<file path="config.mk">
export PLATFORM = sky130hd
export DESIGN_NAME = multi_slot_heartbeat_watchdog_core
export DESIGN_NICKNAME = d
export VERILOG_FILES = /design/src/hdl/mshw_pkg.sv /design/src/hdl/mshw_ctrl.sv /design/src/hdl/mshw_dpath.sv /design/src/hdl/multi_slot_heartbeat_watchdog_core.sv
export SDC_FILE = /design/constraint.sdc
export NUM_CORES = 1
export LEC_CHECK = 0
export BUFFER_PORTS_ARGS = -buffer_cell sky130_fd_sc_hd__buf_2
export CORE_MARGIN = 2
export CORE_UTILIZATION = 63
export DETAILED_ROUTE_END_ITERATION = 12
export HOLD_SLACK_MARGIN = 0.03
export PLACE_DENSITY = 0.8
export SYNTH_ARGS = -nofsm -noshare
export SYNTH_HDL_FRONTEND = slang
export SYNTH_SLANG_ARGS = --single-unit
export TNS_END_PERCENT = 5
</file>
<file path="constraint.sdc">
create_clock -name clk -period 8.9 [get_ports clk]
set_input_delay 0.89 -clock clk [delete_from_list [all_inputs] [get_ports clk]]
set_output_delay 0.89 -clock clk [all_outputs]
set_load 0.05 [all_outputs]
</file>
<file path="src/hdl/mshw_pkg.sv">
// Shared constants, codes and controller/datapath interface types of the heartbeat watchdog.
`default_nettype none

package mshw_pkg;

	// Table geometry
	localparam int SLOTS = 16;
	localparam int IDX_W = (SLOTS > 1) ? $clog2(SLOTS) : 1;
	localparam int CNT_W = $clog2(SLOTS + 1);

	// Input word modes
	localparam logic [1:0] MODE_TICK    = 2'd0;
	localparam logic [1:0] MODE_REG     = 2'd1;
	localparam logic [1:0] MODE_UNREG   = 2'd2;
	localparam logic [1:0] MODE_CONFIRM = 2'd3;

	// Result word kinds
	localparam logic [1:0] KIND_ACK     = 2'd0;
	localparam logic [1:0] KIND_DEAD    = 2'd1;
	localparam logic [1:0] KIND_SUMMARY = 2'd2;

	// Configuration register indexes
	localparam int CFG_IDX_W = 2;
	localparam logic [CFG_IDX_W-1:0] CFG_INTERVAL = 2'd0;
	localparam logic [CFG_IDX_W-1:0] CFG_TIMEOUT  = 2'd1;

	// Timing limits and reset values
	localparam logic [23:0] INTERVAL_RESET = 24'd1000;
	localparam logic [23:0] TIMEOUT_RESET  = 24'd5000;
	localparam logic [23:0] MIN_INTERVAL   = 24'd100;
	localparam logic [23:0] MIN_TIMEOUT    = 24'd500;
	localparam logic [24:0] TIMEOUT_MARGIN = 25'd200;

	// Commands from the controller to the datapath
	typedef struct packed {
		logic load;
		logic read;
		logic step;
		logic finish;
	} mshw_cmd_t;

	// Status from the datapath to the controller
	typedef struct packed {
		logic more;
		logic need_emit;
		logic out_free;
	} mshw_status_t;

endpackage

`default_nettype wire

</file>
<file path="src/hdl/mshw_ctrl.sv">
// Sequencing state machine of the heartbeat watchdog.
`default_nettype none

module mshw_ctrl (
	input  wire logic                  clk,
	input  wire logic                  arst_n,
	input  wire logic                  in_valid,
	output logic                       in_stall,
	input  wire mshw_pkg::mshw_status_t st,
	output mshw_pkg::mshw_cmd_t        cmd
);

	typedef enum logic [3:0] {
		ST_IDLE = 4'b0001,
		ST_SCAN = 4'b0010,
		ST_EVAL = 4'b0100,
		ST_DONE = 4'b1000
	} state_t;

	state_t state_q;
	state_t state_d;

	// State register.
	always_ff @(posedge clk or negedge arst_n) begin
		if (!arst_n) begin
			state_q <= ST_IDLE;
		end else begin
			state_q <= state_d;
		end
	end

	// One word at a time: take it, walk the table, then deliver the closing result.
	always_comb begin
		state_d  = state_q;
		cmd      = '0;
		in_stall = (state_q != ST_IDLE);
		case (state_q)
			ST_IDLE: begin
				if (in_valid) begin
					cmd.load = 1'b1;
					state_d  = ST_SCAN;
				end
			end
			ST_SCAN: begin
				if (st.more) begin
					cmd.read = 1'b1;
					state_d  = ST_EVAL;
				end else begin
					state_d = ST_DONE;
				end
			end
			ST_EVAL: begin
				// A timed-out entry waits here until the output register is free.
				if (!st.need_emit || st.out_free) begin
					cmd.step = 1'b1;
					state_d  = ST_SCAN;
				end
			end
			ST_DONE: begin
				if (st.out_free) begin
					cmd.finish = 1'b1;
					state_d    = ST_IDLE;
				end
			end
			default: begin
				state_d = ST_IDLE;
			end
		endcase
	end

`ifndef SYNTHESIS
	a_state_onehot: assert property (@(posedge clk) disable iff (!arst_n)
		$onehot(state_q))
		else $error("controller state is not one-hot");
`endif

endmodule

`default_nettype wire

</file>
<file path="src/hdl/mshw_dpath.sv">
// Entry table, timing registers and result register of the heartbeat watchdog.
`default_nettype none

module mshw_dpath (
	input  wire logic                          clk,
	input  wire logic                          arst_n,
	input  wire mshw_pkg::mshw_cmd_t           cmd,
	output mshw_pkg::mshw_status_t             st,
	input  wire logic [1:0]                    mode,
	input  wire logic [7:0]                    slot_id,
	input  wire logic [31:0]                   now_ms,
	input  wire logic                          cfg_valid,
	input  wire logic [mshw_pkg::CFG_IDX_W-1:0] cfg_index,
	input  wire logic [23:0]                   cfg_data,
	input  wire logic                          out_stall,
	output logic                               out_valid,
	output logic [1:0]                         kind,
	output logic [7:0]                         dead_slot,
	output logic                               broadcast,
	output logic [4:0]                         killed_count,
	output logic                               table_full,
	output logic                               last
);

	localparam int IW = mshw_pkg::IDX_W;
	localparam int CW = mshw_pkg::CNT_W;

	// Entry memories
	logic [7:0]  id_mem [mshw_pkg::SLOTS];
	logic [31:0] lr_mem [mshw_pkg::SLOTS];
	logic [7:0]  rid_q;
	logic [31:0] rlr_q;

	// Item and scan registers
	logic [1:0]    mode_q;
	logic [7:0]    id_q;
	logic [31:0]   now_q;
	logic [CW-1:0] count_q;
	logic [CW-1:0] rd_q;
	logic [CW-1:0] wr_q;
	logic          found_q;
	logic [4:0]    killed_q;
	logic          bc_q;
	logic [31:0]   lbt_q;

	// Timing registers
	logic [23:0] iv_raw_q;
	logic [23:0] to_raw_q;
	logic [24:0] eff_to_q;
	logic [23:0] eff_iv;
	logic [23:0] to_min;
	logic [24:0] to_eff_d;

	// Result register
	logic        out_valid_q;
	logic [1:0]  kind_q;
	logic [7:0]  dead_q;
	logic        bc_out_q;
	logic [4:0]  killed_out_q;
	logic        full_q;
	logic        last_q;

	// Decision signals
	logic        is_tick;
	logic        aged;
	logic        match;
	logic        hit;
	logic        drop;
	logic        emit_kill;
	logic        has_room;
	logic        append;
	logic        full;
	logic        bc_now;
	logic        out_free;
	logic        mem_we;
	logic [IW-1:0] mem_wa;
	logic [7:0]  mem_wid;
	logic [31:0] mem_wlr;

	// Effective interval and timeout after clamping.
	always_comb begin
		eff_iv = (iv_raw_q < mshw_pkg::MIN_INTERVAL) ? mshw_pkg::MIN_INTERVAL : iv_raw_q;
		to_min = (to_raw_q < mshw_pkg::MIN_TIMEOUT) ? mshw_pkg::MIN_TIMEOUT : to_raw_q;
		if ({1'b0, to_min} <= {1'b0, eff_iv}) begin
			to_eff_d = {1'b0, eff_iv} + mshw_pkg::TIMEOUT_MARGIN;
		end else begin
			to_eff_d = {1'b0, to_min};
		end
	end

	// Configuration registers; the effective timeout is registered from the clamped raw values.
	always_ff @(posedge clk or negedge arst_n) begin
		if (!arst_n) begin
			iv_raw_q <= mshw_pkg::INTERVAL_RESET;
			to_raw_q <= mshw_pkg::TIMEOUT_RESET;
			eff_to_q <= {1'b0, mshw_pkg::TIMEOUT_RESET};
		end else begin
			if (cfg_valid && (cfg_index == mshw_pkg::CFG_INTERVAL)) begin
				iv_raw_q <= cfg_data;
			end
			if (cfg_valid && (cfg_index == mshw_pkg::CFG_TIMEOUT)) begin
				to_raw_q <= cfg_data;
			end
			eff_to_q <= to_eff_d;
		end
	end

	// Per-entry decisions on the word read from the table.
	always_comb begin
		is_tick   = (mode_q == mshw_pkg::MODE_TICK);
		aged      = ((now_q - rlr_q) > {7'd0, eff_to_q});
		match     = (rid_q == id_q);
		hit       = ((mode_q == mshw_pkg::MODE_REG) || (mode_q == mshw_pkg::MODE_CONFIRM))
			&& match && !found_q;
		drop      = is_tick ? aged : ((mode_q == mshw_pkg::MODE_UNREG) && match);
		emit_kill = cmd.step && is_tick && aged;
		has_room  = (wr_q < CW'(mshw_pkg::SLOTS));
		append    = (mode_q == mshw_pkg::MODE_REG) && !found_q && has_room;
		full      = (mode_q == mshw_pkg::MODE_REG) && !found_q && !has_room;
		bc_now    = ((now_ms - lbt_q) >= {8'd0, eff_iv});
		out_free  = !out_valid_q || !out_stall;
	end

	// Status to the controller.
	always_comb begin
		st.more      = (rd_q < count_q);
		st.need_emit = is_tick && aged;
		st.out_free  = out_free;
	end

	// Table write port: compaction copy during the scan, or append at the end.
	always_comb begin
		mem_we  = 1'b0;
		mem_wa  = wr_q[IW-1:0];
		mem_wid = rid_q;
		mem_wlr = hit ? now_q : rlr_q;
		if (cmd.step && !drop) begin
			mem_we = 1'b1;
		end else if (cmd.finish && append) begin
			mem_we  = 1'b1;
			mem_wid = id_q;
			mem_wlr = now_q;
		end
	end

	// Entry memories with registered read.
	always_ff @(posedge clk) begin
		if (mem_we) begin
			id_mem[mem_wa] <= mem_wid;
			lr_mem[mem_wa] <= mem_wlr;
		end
		if (cmd.read) begin
			rid_q <= id_mem[rd_q[IW-1:0]];
			rlr_q <= lr_mem[rd_q[IW-1:0]];
		end
	end

	// Captured input word.
	always_ff @(posedge clk) begin
		if (cmd.load) begin
			mode_q <= mode;
			id_q   <= slot_id;
			now_q  <= now_ms;
		end
	end

	// Scan pointers, fill count, kill count and broadcast time.
	always_ff @(posedge clk or negedge arst_n) begin
		if (!arst_n) begin
			count_q  <= '0;
			rd_q     <= '0;
			wr_q     <= '0;
			found_q  <= 1'b0;
			killed_q <= '0;
			bc_q     <= 1'b0;
			lbt_q    <= '0;
		end else if (cmd.load) begin
			rd_q     <= '0;
			wr_q     <= '0;
			found_q  <= 1'b0;
			killed_q <= '0;
			bc_q     <= (mode == mshw_pkg::MODE_TICK) && bc_now;
			if ((mode == mshw_pkg::MODE_TICK) && bc_now) begin
				lbt_q <= now_ms;
			end
		end else if (cmd.step) begin
			rd_q <= rd_q + CW'(1);
			if (!drop) begin
				wr_q <= wr_q + CW'(1);
			end
			if (hit) begin
				found_q <= 1'b1;
			end
			if (emit_kill) begin
				killed_q <= killed_q + 5'd1;
			end
		end else if (cmd.finish) begin
			count_q <= wr_q + CW'(append);
		end
	end

	// Result register: loaded on an emission, emptied when taken.
	always_ff @(posedge clk or negedge arst_n) begin
		if (!arst_n) begin
			out_valid_q <= 1'b0;
		end else if (emit_kill || cmd.finish) begin
			out_valid_q <= 1'b1;
		end else if (!out_stall) begin
			out_valid_q <= 1'b0;
		end
	end

	always_ff @(posedge clk) begin
		if (emit_kill) begin
			kind_q       <= mshw_pkg::KIND_DEAD;
			dead_q       <= rid_q;
			bc_out_q     <= 1'b0;
			killed_out_q <= '0;
			full_q       <= 1'b0;
			last_q       <= 1'b0;
		end else if (cmd.finish) begin
			kind_q       <= is_tick ? mshw_pkg::KIND_SUMMARY : mshw_pkg::KIND_ACK;
			dead_q       <= '0;
			bc_out_q     <= bc_q;
			killed_out_q <= killed_q;
			full_q       <= full;
			last_q       <= 1'b1;
		end
	end

	assign out_valid    = out_valid_q;
	assign kind         = kind_q;
	assign dead_slot    = dead_q;
	assign broadcast    = bc_out_q;
	assign killed_count = killed_out_q;
	assign table_full   = full_q;
	assign last         = last_q;

`ifndef SYNTHESIS
	a_count_bound: assert property (@(posedge clk) disable iff (!arst_n)
		count_q <= CW'(mshw_pkg::SLOTS))
		else $error("fill count beyond table depth");

	a_wr_behind_rd: assert property (@(posedge clk) disable iff (!arst_n)
		wr_q <= rd_q)
		else $error("compaction write pointer overtook read pointer");

	a_no_overwrite: assert property (@(posedge clk) disable iff (!arst_n)
		(emit_kill || cmd.finish) |-> out_free)
		else $error("result register overwritten while still waiting");

	a_scan_in_range: assert property (@(posedge clk) disable iff (!arst_n)
		cmd.read |-> (rd_q < count_q))
		else $error("table read beyond filled entries");
`endif

endmodule

`default_nettype wire

</file>
<file path="src/hdl/multi_slot_heartbeat_watchdog_core.sv">
// Top level of the multi-slot heartbeat watchdog: controller and datapath.
`default_nettype none

// Watchdog over a table of up to SLOTS slots kept in registration order. Each input word is
// a tick, register, unregister or confirm; it gives one acknowledge, or for a tick one
// timed-out word per closed slot followed by a summary word carrying the broadcast flag and
// kill count. Words are handled one at a time: a new word is not taken until the last one is
// through, since every word walks the entry table one entry at a time (registered read, then
// decide and copy down), and waits while the output is stalled. The table needs no clearing
// after reset, as a fill count marks the valid entries. Configuration writes are always ready
// and take effect for the next word.
module multi_slot_heartbeat_watchdog_core (
	input  wire logic                           clk,
	input  wire logic                           arst_n,
	input  wire logic                           in_valid,
	output logic                                in_stall,
	input  wire logic [1:0]                     mode,
	input  wire logic [7:0]                     slot_id,
	input  wire logic [31:0]                    now_ms,
	output logic                                out_valid,
	input  wire logic                           out_stall,
	output logic [1:0]                          kind,
	output logic [7:0]                          dead_slot,
	output logic                                broadcast,
	output logic [4:0]                          killed_count,
	output logic                                table_full,
	output logic                                last,
	input  wire logic                           cfg_valid,
	output logic                                cfg_ready,
	input  wire logic [mshw_pkg::CFG_IDX_W-1:0] cfg_index,
	input  wire logic [23:0]                    cfg_data
);

	mshw_pkg::mshw_cmd_t    cmd;
	mshw_pkg::mshw_status_t st;

	// Register writes are never held off.
	assign cfg_ready = 1'b1;

	// Sequencer.
	mshw_ctrl u_ctrl (
		.clk      (clk),
		.arst_n   (arst_n),
		.in_valid (in_valid),
		.in_stall (in_stall),
		.st       (st),
		.cmd      (cmd)
	);

	// Table and result datapath.
	mshw_dpath u_dpath (
		.clk          (clk),
		.arst_n       (arst_n),
		.cmd          (cmd),
		.st           (st),
		.mode         (mode),
		.slot_id      (slot_id),
		.now_ms       (now_ms),
		.cfg_valid    (cfg_valid && cfg_ready),
		.cfg_index    (cfg_index),
		.cfg_data     (cfg_data),
		.out_stall    (out_stall),
		.out_valid    (out_valid),
		.kind         (kind),
		.dead_slot    (dead_slot),
		.broadcast    (broadcast),
		.killed_count (killed_count),
		.table_full   (table_full),
		.last         (last)
	);

endmodule

`default_nettype wire
</file>
-- Yosys cells after proc, flatten, opt, wreduce, memory -nomap -nowiden
Memories as Yosys holds them, arrays and structs flattened. A register that Yosys moved wholly into a read port is not among the register bits.
Index checks and enable logic that the tools add are counted.
- register bits after elaboration: 192
- RAM bits: 640
- input port bits: 73
- word-level logic and storage cells: 133
- memories kept: 2
- memories (name ; depth ; width ; rd ports ; clocked after Yosys merged registers in ; wr ports ; line ; text):
    u_dpath.lr_mem ; 16 ; 32 ; 1 ; 1 ; 1 ; mshw_dpath.sv:30 ; logic [31:0] lr_mem [mshw_pkg::SLOTS];
    u_dpath.id_mem ; 16 ; 8 ; 1 ; 1 ; 1 ; mshw_dpath.sv:29 ; logic [7:0] id_mem [mshw_pkg::SLOTS];
- $add $sub $neg: 7
- magnitude comparators: 7
- equality and inequality tests: 15
- muxes and demuxes: 42
- bitwise operators: 2
- reductions and logical operators: 37
- operator list (kind ; count):
    32-bit two-way mux ; 3
    32-bit subtractor ; 2
    24-bit two-way mux ; 2
    5-bit two-way mux ; 8
    32-bit by 24-bit >= comparator with 1-bit output ; 1
    32-bit by 25-bit > comparator with 1-bit output ; 1
    8-bit two-way mux ; 4
    24-bit by 8-bit adder with 25-bit output (second input constant) ; 1
    25-bit two-way mux ; 1
    24-bit less-or-equal comparator ; 1
    24-bit by 7-bit < comparator with 1-bit output (second input constant) ; 1
    24-bit by 9-bit < comparator with 1-bit output (second input constant) ; 1
    1-bit two-way mux ; 18
    4-bit two-way mux ; 4
    4-bit one-hot mux with 4 select lines ; 1
    5-bit by 1-bit adder with 5-bit output (second input constant) ; 3
    1-bit logical AND ; 14
    8-bit equality test ; 1
    2-bit AND reduction ; 4
    2-bit nonzero test ; 4
    1-bit logical NOT ; 6
    2-bit logical NOT ; 3
    2-bit by 1-bit inequality test with 1-bit output (second input constant) ; 3
    3-bit AND reduction ; 2
    other kinds (14) ; 21

-- Logic depth before layout (Yosys ltp)
Gate-level depths: netlist (run 1).
- depth after elaboration: 12
- mapped depth: 27
- depth with buffers taken out: 26

-- Modules after synthesis
Synthesis (run 1) repeated with hierarchy kept, for this count alone.
- cells, all modules: 2437
- area total of the unflattened synthesis: 39292.7 µm²
- by module, submodules not included (module ; instances ; cells each ; area an instance (µm²) ; seq. area each (µm²)):
    mshw_dpath ; 1 ; 2407 ; 38992.4 ; 25344.3
    mshw_ctrl ; 1 ; 28 ; 289.0 ; 101.3
    multi_slot_heartbeat_watchdog_core ; 1 ; 2 ; 11.3 ; 0.0

-- Least setup slack after synthesis (run 1)
Ideal clock, no wire load.
- path kind: register to register
- start: register u_dpath.now_q[0]
- end: memory u_dpath.id_mem[11][0] (enable)
- library setup time: 0.401 ns
- arrival time: 5.962 ns
- data required time: 8.499 ns
- path slack: 2.537 ns
- cell stages (with the launch flop): 26
- cells stage by stage: edfxtp_1 > inv_1 > ha_1 > inv_1 > fa_1 > a211oi_1 > o21bai_1 > a21oi_1 > nor2_1 > nor2_1 > o21bai_1 > a31o_2 > xor2_1 > ha_1 > nand3_1 > or4_1 > nor2_1 > nand2_1 > a22oi_1 > o211ai_1 > nor4_1 > nand4_1 > o211ai_2 > a22o_2 > buf_4 > and3_1
- cells in the longest elaborated chain, start to end: 11
- elaborated cells between the ends (all ways): 13
- classes of those cells: add/sub (1); order compare (1); mux (6); reduce/logical (5)
- RTL lines (item ; line ; text):
    start: declaration ; mshw_dpath.sv:37 ; logic [31:0] now_q;
    start signal: assignment ; mshw_dpath.sv:163 ; now_q <= now_ms;
    32-bit subtractor (*) ; mshw_dpath.sv:111 ; aged = ((now_q - rlr_q) > {7'd0, eff_to_q});
    32-bit by 25-bit > comparator with 1-bit output (*) ; mshw_dpath.sv:111 ;
    1-bit logical AND ; mshw_dpath.sv:127 ; st.need_emit = is_tick && aged;
    1-bit logical NOT ; mshw_ctrl.sv:54 ; if (!st.need_emit || st.out_free) begin
    1-bit logical OR ; mshw_ctrl.sv:54 ;
    1-bit two-way mux ; mshw_ctrl.sv:54 ;
    1-bit two-way mux ; mshw_ctrl.sv:37 ; case (state_q)
    1-bit logical AND (*) ; mshw_dpath.sv:137 ; if (cmd.step && !drop) begin
    1-bit two-way mux (*) ; mshw_dpath.sv:137 ;
    1-bit two-way mux (*) ; mshw_dpath.sv:148 ; if (mem_we) begin
    1-bit two-way mux (not written as such) (*) ; mshw_dpath.sv:149 ; id_mem[mem_wa] <= mem_wid;
    end: declaration ; mshw_dpath.sv:29 ;
Every way passes the cells marked *; elsewhere a longest branch is shown, timed or not.

-- Final worst setup path (run 1)
- start: register u_dpath.now_q[0]
- end: memory u_dpath.lr_mem[5][20] (enable)
- cells in the longest elaborated chain, start to end: 11
- elaborated cells between the ends (all ways): 13
- classes of those cells: add/sub (1); order compare (1); mux (6); reduce/logical (5)
- RTL lines (item ; line ; text):
    32-bit subtractor (*) ; mshw_dpath.sv:111 ;
    32-bit by 25-bit > comparator with 1-bit output (*) ; mshw_dpath.sv:111 ;
    1-bit logical AND ; mshw_dpath.sv:127 ;
    1-bit logical NOT ; mshw_ctrl.sv:54 ;
    1-bit logical OR ; mshw_ctrl.sv:54 ;
    1-bit two-way mux ; mshw_ctrl.sv:54 ;
    1-bit two-way mux ; mshw_ctrl.sv:37 ;
    1-bit logical AND (*) ; mshw_dpath.sv:137 ;
    1-bit two-way mux (*) ; mshw_dpath.sv:137 ;
    1-bit two-way mux (*) ; mshw_dpath.sv:148 ;
    1-bit two-way mux (not written as such) (*) ; mshw_dpath.sv:150 ; lr_mem[mem_wa] <= mem_wlr;
    end: declaration ; mshw_dpath.sv:30 ;
Marks and branches as above.

==> impl_metrics.tcl, run 1 <==
set metrics [dict create \
    die-area_mm2 0.0640 \
    critPathArrivalTime_ns 7.74 \
    vias_per_cell 6.58 \
    place.port_buffers 92 \
    syn_nets 2644 \
    ioPinCount 94 \
    startpoint "u_dpath.now_q[0]$_DFFE_PP_" \
    dr.pass1.iters 7 \
    cts_tree "built" \
    cpLargestDelayFamily "simple AND/OR/NAND/NOR gates" \
    drv_cap 0 \
    yosysTopAreaCellShare_pct 56.1 \
    outcome "finished, final reports clean" \
    yosys-top-cells-count "730 x edfxtp_1, 200 x mux4_2, 152 x nand2_1, 148 x ha_1, 141 x inv_1" \
    post-synth-top-count-cell "edfxtp_1" \
    synth_edf_count 730 \
    path_max_fanout 40 \
    antenna_found_initial 1 \
    critPathSlowestCell "and4b_2" \
    rr_endpoint "u_dpath.lr_mem[5][20]$_DFFE_PP_" \
    ys_warn_count 0 \
    core_area_mm2 0.0615 \
    setup_tns_ns 0 \
    async_flop_share_pct 15.1 \
    final.setup_skew_ns 0.0490 \
    fp.dieH_um 253 \
    r2r-start "u_dpath.now_q[0]$_DFFE_PP_" \
    synthDistinctLibCells 76 \
    critPathMaxStageDelay_ns 1.20 \
    drc 0 \
    cts_buffers 88 \
    initial_utilization_pct 63.5 \
    worstSetupEndpointType "register" \
    final_core_utilization_pct 70.7 \
    slew_violations 0 \
    hold_viol_final 0 \
    yosysSeqAreaShare_pct 65.2 \
    rows 91 \
    post-route-min-period_ns 7.51 \
    power.density_mw_per_mm2 275 \
    fin_crit_sh_pct 84.3 \
    grt_pass1_vias 23200 \
    worst-path-stages 25 \
    dr.first_iter.drc_count 2506 \
    grt_max_degree 89 \
    hold_path.class "primary input to async pin" \
    worst_pin_slew_ns 1.35 \
    synth.area.top_cells "edfxtp_1 56%, mux4_2 12%, dfrtp_1 7.4%, ha_1 4.7%, mux2_2 1.8%" \
    max_freq_mhz 133 \
    gp_congestion 0.937 \
    synth_ff_type "edfxtp_1" \
    synth.avg_cell_area_um2 16.1 \
    htree_levels 3 \
    fin_nets 2780 \
    syn_inst 2421 \
    crit_required_ns 9.14 \
    cp-endpoint "u_dpath.lr_mem[5][20]$_DFFE_PP_" \
    dp_hpwl_um 57200 \
    cp-start-kind "register" \
    clock_sink_count 872 \
    grtUsageTotal_pct 30.6 \
    synthToLayoutAreaGrowth_pct 11.4 \
    final_antenna_net_count 0 \
    die_w_um 253 \
    max-clock-path-buffers 3 \
    synth_seq_cells 872 \
    slew-limit-headroom_pct 10.1 \
    cts_root_buffer "clkbuf_16" \
    rr_worst_depth 25 \
    path_common_cell "nor2_1" \
    cts_setup_buffers 0 \
    antenna_cells 0 \
    vdd_drop_max_v 0.000210 \
    insertion_delay_ns 0.67 \
    netlist_area_mm2 0.0391 \
    setup_viol 0 \
    grt_pass1_wl_um 143000 \
    grt-ovfl-total 0 \
    critPathKind "register to register" \
    leakage_nw 15.6 \
    ctsResizeCount 0 \
    rrSetupSlack_ns 1.39 \
    rsz0062_at_grt "false" \
    vias 22500 \
    ctsHoldBuffers 0 \
    drive_gt1_share_pct 23.9 \
    cp_num_buf_inv 3 \
    yosys.area.top_type "edfxtp_1" \
    wl_um 95600 \
    wl_per_cell_um 27.9 \
    clk_pin_slew_ns 0.06 \
]
[worst reg2reg max path: stages (launching register included)]
cell	delay (ns)
edfxtp_1	0.38
inv_1	0.07
ha_1	0.16
inv_1	0.06
fa_1	0.43
a211oi_1	0.23
o21bai_1	0.12
a21oi_1	0.38
nor2_1	0.09
nor2_1	0.22
o21bai_1	0.15
a31o_2	0.28
xor2_1	0.15
ha_1	0.30
nand3_1	0.11
or4_1	0.56
nor2_1	0.22
nand2_1	0.08
a22oi_1	0.28
o211ai_1	0.13
nor4_1	0.32
nand4_1	0.13
buf_4	0.23
o211ai_2	0.42
a22o_2	0.38
and4b_2	1.20
[state kept, by name, summed over array words and instances, names as in the netlist, 8 cells and up]
name / count
u_dpath.dead_slot: 8
u_dpath.rlr_q: 32
u_dpath.rid_q: 8
u_dpath.lbt_q: 32
u_dpath.id_q: 8
u_dpath.iv_raw_q: 24
u_dpath.eff_to_q: 25
u_dpath.lr_mem: 512
u_dpath.now_q: 32
u_dpath.id_mem: 128
u_dpath.to_raw_q: 24
[power by group]
part | switching [mW] | internal, mW | total, mW
Clock | 1.63 | 2.09 | 3.72
Combinational | 1.79 | 1.42 | 3.21
Sequential | 0.199 | 4.83 | 5.02
[through the flow]
stage | hold WS (ns) | instance area, µm² | setup WS [ns] | power [mW] | instances
2_1_floorplan | 0.446 | 39100 | 2.54 | 7.42 | 2421
3_3_place_gp | 0.429 | 40600 | 1.63 | 8.15 | 3255
3_5_place_dp | 0.442 | 40600 | 1.51 | 8.26 | 3255
4_1_cts | 0.326 | 43500 | 1.39 | 12.0 | 3420
5_1_grt | 0.371 | 43500 | 0.921 | 12.5 | 3422
6_report | 0.327 | 43500 | 1.39 | 12.0 | 3422
[cell type report]
type,instances,area [µm²]
multi-input combinational,1309,12700
clock inverter,61,633
inverter,141,529
timing repair buffer,145,877
sequential,872,25500
fill,3745,18000
tap,790,988
clock buffer,104,2280
[worst min path at each step]
stage / cells past startpoint / slack, ns / endpoint
floorplan: 1 / 0.45 / u_ctrl.state_q[3]$_DFFE_PN0P_
global placement: 1 / 0.43 / u_dpath.kind[0]$_SDFFE_PP1P_
detailed placement: 1 / 0.44 / u_dpath.kind[0]$_SDFFE_PP1P_
CTS: 1 / 0.33 / u_dpath.lbt_q[11]$_DFFE_PN0P_
global route: 1 / 0.37 / u_dpath.lbt_q[11]$_DFFE_PN0P_
finish: 1 / 0.33 / u_dpath.to_raw_q[2]$_DFFE_PN0P_
[routing by layer]
metal	track usage, %	vias up	share of wire (%)
met5	0	-	0
met4	9.96	0	3.3
li1	-	9686	-
met1	40.0	11400	38
met2	52.8	1174	52
met3	4.91	226	7.4
[kinds of logic after synthesis]
logic type,count (synthesis),synth area share (%)
flip-flops,872,65.2
AND/OR/NAND/NOR,434,5.46
AO/OA/AOI/OAI,334,5.43
multiplexers,307,14.9
buffers and inverters,240,2.39
adder cells (fa/ha/maj),150,4.84
XOR/XNOR,83,1.86
other,1,0.00960
[layout by cell type, fill, tap and decap left out, types with 11 or more instances in the layout]
| cell type | n |
|---|---|
| mux4_2 | 200 |
| a21o_1 | 37 |
| a21oi_1 | 91 |
| mux2_2 | 64 |
| and3_2 | 12 |
| nand2b_1 | 18 |
| o21a_1 | 12 |
| and3_1 | 23 |
| mux2i_1 | 14 |
| nor2_1 | 71 |
| xnor2_1 | 53 |
| nand2_1 | 152 |
| mux2_4 | 29 |
| xor2_1 | 30 |
| clkinv_1 | 18 |
| and2_1 | 13 |
| nor4_1 | 13 |
| dfstp_2 | 17 |
| nor2b_1 | 16 |
| inv_1 | 140 |
| clkbuf_16 | 88 |
| dfrtp_1 | 111 |
| buf_2 | 91 |
| nor3_1 | 26 |
| buf_4 | 52 |
| clkinv_2 | 20 |
| o21ai_0 | 95 |
| nand3_1 | 36 |
| a31oi_1 | 11 |
| edfxtp_1 | 730 |
| clkbuf_1 | 14 |
| ha_1 | 148 |
| nand4_1 | 26 |
(Power assumes the default switching activity.)
==> inputs of run 2 (changes only) <==
--- a/config.mk
+++ b/config.mk
@@ -7,10 +7,10 @@
 export LEC_CHECK = 0
 export BUFFER_PORTS_ARGS = -buffer_cell sky130_fd_sc_hd__buf_2
 export CORE_MARGIN = 2
-export CORE_UTILIZATION = 63
+export CORE_UTILIZATION = 57
 export DETAILED_ROUTE_END_ITERATION = 12
 export HOLD_SLACK_MARGIN = 0.03
-export PLACE_DENSITY = 0.8
+export PLACE_DENSITY = 0.77
 export SYNTH_ARGS = -nofsm -noshare
 export SYNTH_HDL_FRONTEND = slang
 export SYNTH_SLANG_ARGS = --single-unit
==> constraint.sdc (replaced) <==
create_clock -name clk -period 6.5 [get_ports clk]
set_input_delay 0.65 -clock clk [delete_from_list [all_inputs] [get_ports clk]]
set_output_delay 0.65 -clock clk [all_outputs]
set_load 0.05 [all_outputs]
==> impl_metrics.tcl, run 2 (same netlist as run 1, synthesis figures left out) <==
set metrics [dict create \
    gp_congestion 0.924 \
    wl_per_cell_um 26.5 \
    worst_pin_slew_ns 1.39 \
    largest_reg_flops 512 \
    fin_nets 2797 \
    cts_buffers 88 \
    setup_viol 0 \
    rows 95 \
    ioPinCount 94 \
    rsz0062_at_grt "false" \
    max_freq_mhz 164 \
    path_max_fanout 19 \
    drc 0 \
    setup_tns_ns 0 \
    synthToLayoutAreaGrowth_pct 12.3 \
    clock_sink_count 872 \
    die_w_um 266 \
    cp-start-kind "register" \
    final_common_cell "edfxtp_1" \
    post-route-min-period_ns 6.09 \
    hold_viol_final 0 \
    final_antenna_net_count 0 \
    dr.pass1.iters 5 \
    grt_pass1_wl_um 142000 \
    grtUsageTotal_pct 26.9 \
    fp.dieH_um 266 \
    place.port_buffers 92 \
    grt-busiest-layer "met2" \
    cts_root_buffer "clkbuf_16" \
    insertion_delay_ns 0.66 \
    wl_um 93400 \
    initial_utilization_pct 57.8 \
    critPathArrivalTime_ns 6.41 \
    largest-register "u_dpath.lr_mem" \
    dr.first_iter.drc_count 2901 \
    cts_tree "built" \
    top_regs "u_dpath.lr_mem (512), u_dpath.id_mem (128)" \
    grt_use_met2_pct 42.7 \
    critPathSlowestCell "or4_1" \
    path_common_cell "nor2_1" \
    die-area_mm2 0.0706 \
    vias 22400 \
    vias_per_cell 6.35 \
    clk_pin_slew_ns 0.06 \
    outcome "finished, final reports clean" \
    mostFrequentLayoutCells "730 x edfxtp_1, 200 x mux4_2, 152 x nand2_1" \
    max-clock-path-buffers 3 \
    antenna_found_initial 1 \
    final_core_utilization_pct 65.0 \
    grt_use_met3_pct 4.61 \
    cpLargestDelayFamily "simple AND/OR/NAND/NOR gates" \
    leakage_nw 15.7 \
    slew_violations 0 \
    power.density_mw_per_mm2 374 \
    final.setup_skew_ns 0.0298 \
    ctsHoldBuffers 0 \
    grt_pass1_vias 22900 \
    worstSetupEndpointType "register" \
    crit_required_ns 6.82 \
    slew-limit-headroom_pct 6.89 \
    cp_num_buf_inv 3 \
    drv_cap 0 \
    grt_max_degree 101 \
    core_area_mm2 0.0675 \
    drive_gt1_share_pct 24.6 \
    grt_use_met1_pct 39.0 \
    fin_crit_sh_pct 93.7 \
    htree_levels 3 \
    dp_hpwl_um 60900 \
    grt-ovfl-total 0 \
    vdd_drop_max_v 0.000226 \
    hold_path.class "primary input to async pin" \
    critPathKind "register to register" \
    critPathMaxStageDelay_ns 0.56 \
]
run 2: report_power, final:
part           internal [mW]  switching (mW)
clock                   2.85            2.18
sequential              6.61           0.287
combinational           1.95            2.51
run 2: stage by stage:
step | setup slack (ns) | instances | hold WS (ns) | total power [mW] | instance area [µm²]
2_1_floorplan | 0.137 | 2421 | 0.354 | 10.2 | 39100
3_3_place_gp | 0.303 | 3355 | 0.430 | 11.3 | 40900
3_5_place_dp | 0.186 | 3355 | 0.449 | 11.4 | 40900
4_1_cts | 0.141 | 3519 | 0.0357 | 16.5 | 43800
5_1_grt | 0.0199 | 3521 | 0.0815 | 17.2 | 43900
6_report | 0.408 | 3522 | 0.0428 | 16.4 | 43900
run 2: repair_timing:
item                                    CTS  global route
endpoints found under the hold margin     0             0
resized for setup                         0             6
setup buffers                             0             0
endpoints found under the setup margin    0           573
run 2: layout make-up:
| cell class | instances | area [µm²] |
|---|---|---|
| clock buffers | 105 | 2320 |
| inverters | 141 | 529 |
| diodes | 1 | 2.50 |
| clock inverters | 59 | 577 |
| well taps | 873 | 1090 |
| fillers | 4514 | 23600 |
| multi-input cells | 1309 | 12700 |
| repair buffers | 162 | 1160 |
| flip-flops and latches | 872 | 25500 |
run 2: path summary, 6_finish.rpt:
check                                              from                              end  slack, ns  cells past startpoint
max                          u_dpath.now_q[0]$_DFFE_PP_   u_dpath.lr_mem[1][3]$_DFFE_PP_       0.41                     25
min                                              arst_n  u_dpath.to_raw_q[2]$_DFFE_PN0P_       0.04                      1
max reg2reg                  u_dpath.now_q[0]$_DFFE_PP_   u_dpath.lr_mem[1][3]$_DFFE_PP_       0.41                     25
min reg2reg                u_dpath.kind[1]$_SDFFE_PP0P_     u_dpath.kind[1]$_SDFFE_PP0P_       0.46                      2
max in group asynchronous                        arst_n      u_dpath.rd_q[0]$_DFFE_PN0P_       5.14                      2
min in group clk                             slot_id[5]        u_dpath.id_q[5]$_DFFE_PP_       0.17                      1
run 2: layer usage:
| layer | vias up | wire length [µm] | part of all wire (%) |
|---|---|---|---|
| li1 | 9730 | - | - |
| met1 | 11400 | 38400 | 41 |
| met2 | 1079 | 44700 | 48 |
| met3 | 161 | 7970 | 8.5 |
| met4 | 0 | 2360 | 2.5 |
| met5 | - | 0 | 0 |
